--- src/sv/efdb_pkg.sv ---
// Package for the event frame decay buffer.
// Pixel and component widths, opcodes, register indexes and reset colors.
// No dependencies.
package efdb_pkg;

  localparam int FRAME_SIZE_DEF = 128;
  localparam int COORD_W        = 7;
  localparam int COMP_W         = 8;
  localparam int NUM_COMP       = 3;
  localparam int PIX_W          = COMP_W * NUM_COMP;
  localparam int CFG_IDX_W      = 3;

  typedef logic [PIX_W-1:0]  pixel_t;
  typedef logic [COMP_W-1:0] comp_t;

  typedef enum logic [1:0] {
    OP_PAINT = 2'd0,
    OP_DECAY = 2'd1,
    OP_READ  = 2'd2
  } op_t;

  typedef enum logic [CFG_IDX_W-1:0] {
    REG_COLOR_ID0_ON  = 3'd0,
    REG_COLOR_ID0_OFF = 3'd1,
    REG_COLOR_ID1_ON  = 3'd2,
    REG_COLOR_ID1_OFF = 3'd3,
    REG_BACKGROUND    = 3'd4,
    REG_DECAY_STEP    = 3'd5
  } reg_idx_t;

  localparam pixel_t RST_COLOR_ID0 = 24'hFF0000;
  localparam pixel_t RST_COLOR_ID1 = 24'h00FFFF;
  localparam pixel_t RST_BACKGROUND = 24'h000000;
  localparam comp_t  RST_DECAY_STEP = 8'd24;

endpackage

--- src/sv/efdb_pixel_decay.sv ---
// One decay step on a pixel: each component moves toward the background
// by the step and snaps to it when within one step. Uses efdb_pkg.
module efdb_pixel_decay
  import efdb_pkg::*;
(
  input  pixel_t pix_in,
  input  pixel_t background,
  input  comp_t  step,
  output pixel_t pix_out
);

  for (genvar g = 0; g < NUM_COMP; g++) begin : g_comp
    logic [COMP_W-1:0] cur;
    logic [COMP_W-1:0] tgt;
    logic [COMP_W:0]   tgt_plus;
    logic [COMP_W:0]   cur_plus;
    logic [COMP_W-1:0] res;

    assign cur      = pix_in[g*COMP_W +: COMP_W];
    assign tgt      = background[g*COMP_W +: COMP_W];
    assign tgt_plus = {1'b0, tgt} + {1'b0, step};
    assign cur_plus = {1'b0, cur} + {1'b0, step};

    always_comb begin
      if ({1'b0, cur} >= tgt_plus) begin
        res = cur - step;
      end else if (cur_plus <= {1'b0, tgt}) begin
        res = cur_plus[COMP_W-1:0];
      end else begin
        res = tgt;
      end
    end

    assign pix_out[g*COMP_W +: COMP_W] = res;
  end

endmodule
--- config.mk ---
export PLATFORM = sky130hd
export DESIGN_NAME = efdb_pixel_decay
export DESIGN_NICKNAME = d
export VERILOG_FILES = /design/src/sv/efdb_pkg.sv /design/src/sv/efdb_pixel_decay.sv
export SDC_FILE = /design/constraint.sdc
export NUM_CORES = 1
export LEC_CHECK = 0
export ABC_CLOCK_PERIOD_IN_PS = 9660
export CORE_MARGIN = 5
export CORE_UTILIZATION = 40
export DETAILED_ROUTE_END_ITERATION = 12
export DONT_BUFFER_PORTS = 1
export PLACE_DENSITY = 0.51
export SLEW_MARGIN = 20
export SYNTH_ARGS = -nofsm -noshare
export SYNTH_HDL_FRONTEND = slang
export SYNTH_SLANG_ARGS = --single-unit
--- constraint.sdc ---
create_clock -name vclk -period 9.66
set_input_delay 0.966 -clock vclk [all_inputs]
set_output_delay 0.966 -clock vclk [all_outputs]
set_load 0.01 [all_outputs]
==> reports/qor.txt <==
Synth Instances: 553
# diodes: 0
Multi-input logic area: 3970 um^2
CP Launch Point: step[1]
Routability-driven placement congestion ratio: 0.870
CP endpoint kind: output pin
Placed Area: 4390 um^2
Post-CTS sizing: 0
Fin util: 42.4%
Total gr overflow: 0
Max-slew headroom: 37.0%
Max cap viols: 0
Cell Area, Synth: 4280 um^2
YS warnings: 0
Starting Density: 41.2%
Fill cells: 1098
Sequential cell area: 0 um^2
Total Routing Usage GR: 18.9%
Hold Vio Cnt, Final: 0
Setup TNS: 0 ps
Tmin final: 5680 ps
Status: complete, no violations
First-pass GRT wire length: 20000 um
Largest net degree at the start of global routing: 14
Post-route ant nets: 0
Core Region: 10400 um^2
Hold Crit Class: input pin to output pin
Crit-path max cell delay: 440 ps
Peak VDD IR: 0.0442 mV
Worst EP arrival: 4710 ps
Final instance area: 4400 um^2
Layout Nets: 726
Syn_nets: 735
Via count: 3847
Number of buffers added on ports: 0
Slew Limit Fails: 0
# clk buffers: 0
Avg Synthesized Cell Area: 7.73 um^2
IO Pins: 80
Crit share post-route: 58.8%
Final wirelength: 12500 um
DRT iter0 DRCs: 184
Initial antenna violation count: 0
Die Height: 113 um
Sequential cell count: 0
Cts hold-fix bufs: 0
Startpoint class of the critical path: input pin
Leak: 0.00223 uW
Power Density: 94.1 nW/um^2
Slowest-stage cell, CP: a2111oi_0
Vias in the first global route: 3807
Crit path kind: input pin to output pin
Fmax: 176 MHz
RSZ-0062 raised after global routing: no
Drt drc: 0
Area grow syn2layout: 2.81%
Worst slew pin tran: 945 ps
Routed WL per cell: 18.5 um
Setup ws final: 3980 ps
Worst Hold Launch: background[0]
Final setup viols: 0
Largest cells by area after synthesis: ha_1 34%, inv_1 6.0%, a21oi_1 4.9%, xnor2_1 4.5%, fa_1 4.2%
Crit-path cells: inv_1 > fa_1 > o21bai_1 > a21oi_1 > o21bai_1 > a21oi_1 > xor2_1 > ha_1 > a2111oi_0 > o21ai_0 > o22a_1 > o21ai_0 > nor2_1 > nor3b_1
Detailed Routing Iterations Pass 1: 4
Cell variety after synth: 63
Vias per cell: 5.67
Crit path max fanout: 13
DIE WIDTH: 113 um
Fraction of layout cells with a size suffix above 1: 3.14%
Non-Filler Instances: 678
Register area share after synthesis: 0%
DP Worst Slack: 4020 ps
Die area: 12900 um^2
WP data required: 8690 ps
Post-DP HPWL: 11200 um
Dpl cells: 678
Synth area leader: ha_1
Row count: 37
Post-CTS Repair Setup Buffers: 0
Top cell type's share of synthesized area: 34.2%
[worst max-delay path, delay by kind of cell]
| kind | cells | cell delay [ps] |
|---|---|---|
| compound gates | 8 | 2130 |
| simple gates | 2 | 450 |
| buf+inv | 1 | 250 |
| fa+ha+maj | 2 | 640 |
| xor+xnor | 1 | 250 |
[synthesized netlist by cell type (all sizes together), types with 3 or more instances]
library cell,number
nor2,27
a211oi,8
a21o,18
buf,7
ha,117
o22a,3
fa,9
a21oi,43
and3,4
o211ai,9
o21bai,11
mux2i,11
inv,68
nand2,26
xor2,19
a31oi,5
o21ai,29
clkbuf,4
a2bb2oi,4
nand2b,12
o21a,7
nor3,13
xnor2,22
o41ai,3
or2,7
o221ai,9
nor2b,15
nand4,4
o31a,4
[metal layers]
metal	GRT usage (%)	share of wire [%]	vias up	wire length (um)
met3	2.65	4.9	10	620
met2	33.4	47	67	5940
met1	25.0	46	1784	5810
li1	-	-	1986	-
met4	2.32	1.3	0	168
met5	0	0	-	0
[kinds of logic (layout without fill, tap and decap cells)]
| kind of cell | after synthesis | in the layout | share of synthesized area [%] |
|---|---|---|---|
| buffers and inverters | 79 | 68 | 7.31 |
| xor gates and xnor gates | 41 | 41 | 8.40 |
| adders and majority gates | 126 | 126 | 38.4 |
| muxes | 11 | 11 | 2.57 |
| and+or+nand+nor | 123 | 123 | 14.9 |
| AOI/OAI and AO/OA | 173 | 173 | 28.4 |
[placed cells by master (no fill, tap or decap), types with 3 or more instances in the layout]
master	count
mux2i_1	11
and3_1	4
a31oi_1	5
o21ai_0	29
fa_1	9
xnor2_1	22
a21o_1	17
or2_2	7
nor3_1	12
a21oi_1	42
inv_1	68
nor2_1	27
nor2b_1	15
o211ai_1	9
a211oi_1	8
nand2_1	26
nand2b_1	12
o22a_1	3
ha_1	117
a2bb2oi_1	4
o41ai_1	3
nand4_1	4
o221ai_1	9
o21bai_1	9
o31a_1	3
xor2_1	19
o21a_1	7
[stage by stage]
| step | hold WS [ps] | power [uW] |
|---|---|---|
| final | 2070 | 414 |
| after global placement | 2070 | 409 |
| after detailed placement | 2070 | 411 |
| after CTS | 2070 | 414 |
| after floorplan | 2050 | 333 |
| after global routing | 2090 | 464 |
[where the power goes]
group	internal, uW	leakage, uW	switching [uW]
combinational	171	0.00223	243
clock	0	0	0
sequential	0	0	0
[final timing paths]
| check | endpoint | slack, ps | cells after the start |
|---|---|---|---|
| worst max-delay path | pix_out[19] | 3980 | 14 |
| worst min-delay path | pix_out[0] | 2070 | 2 |
[area by class of cell]
class	count	share of cell area (%)
Inverter	68	5.81
Multi-Input combinational cell	474	90.3
Tap cell	136	3.87
No activity file was read; power rests on OpenSTA's default activity.
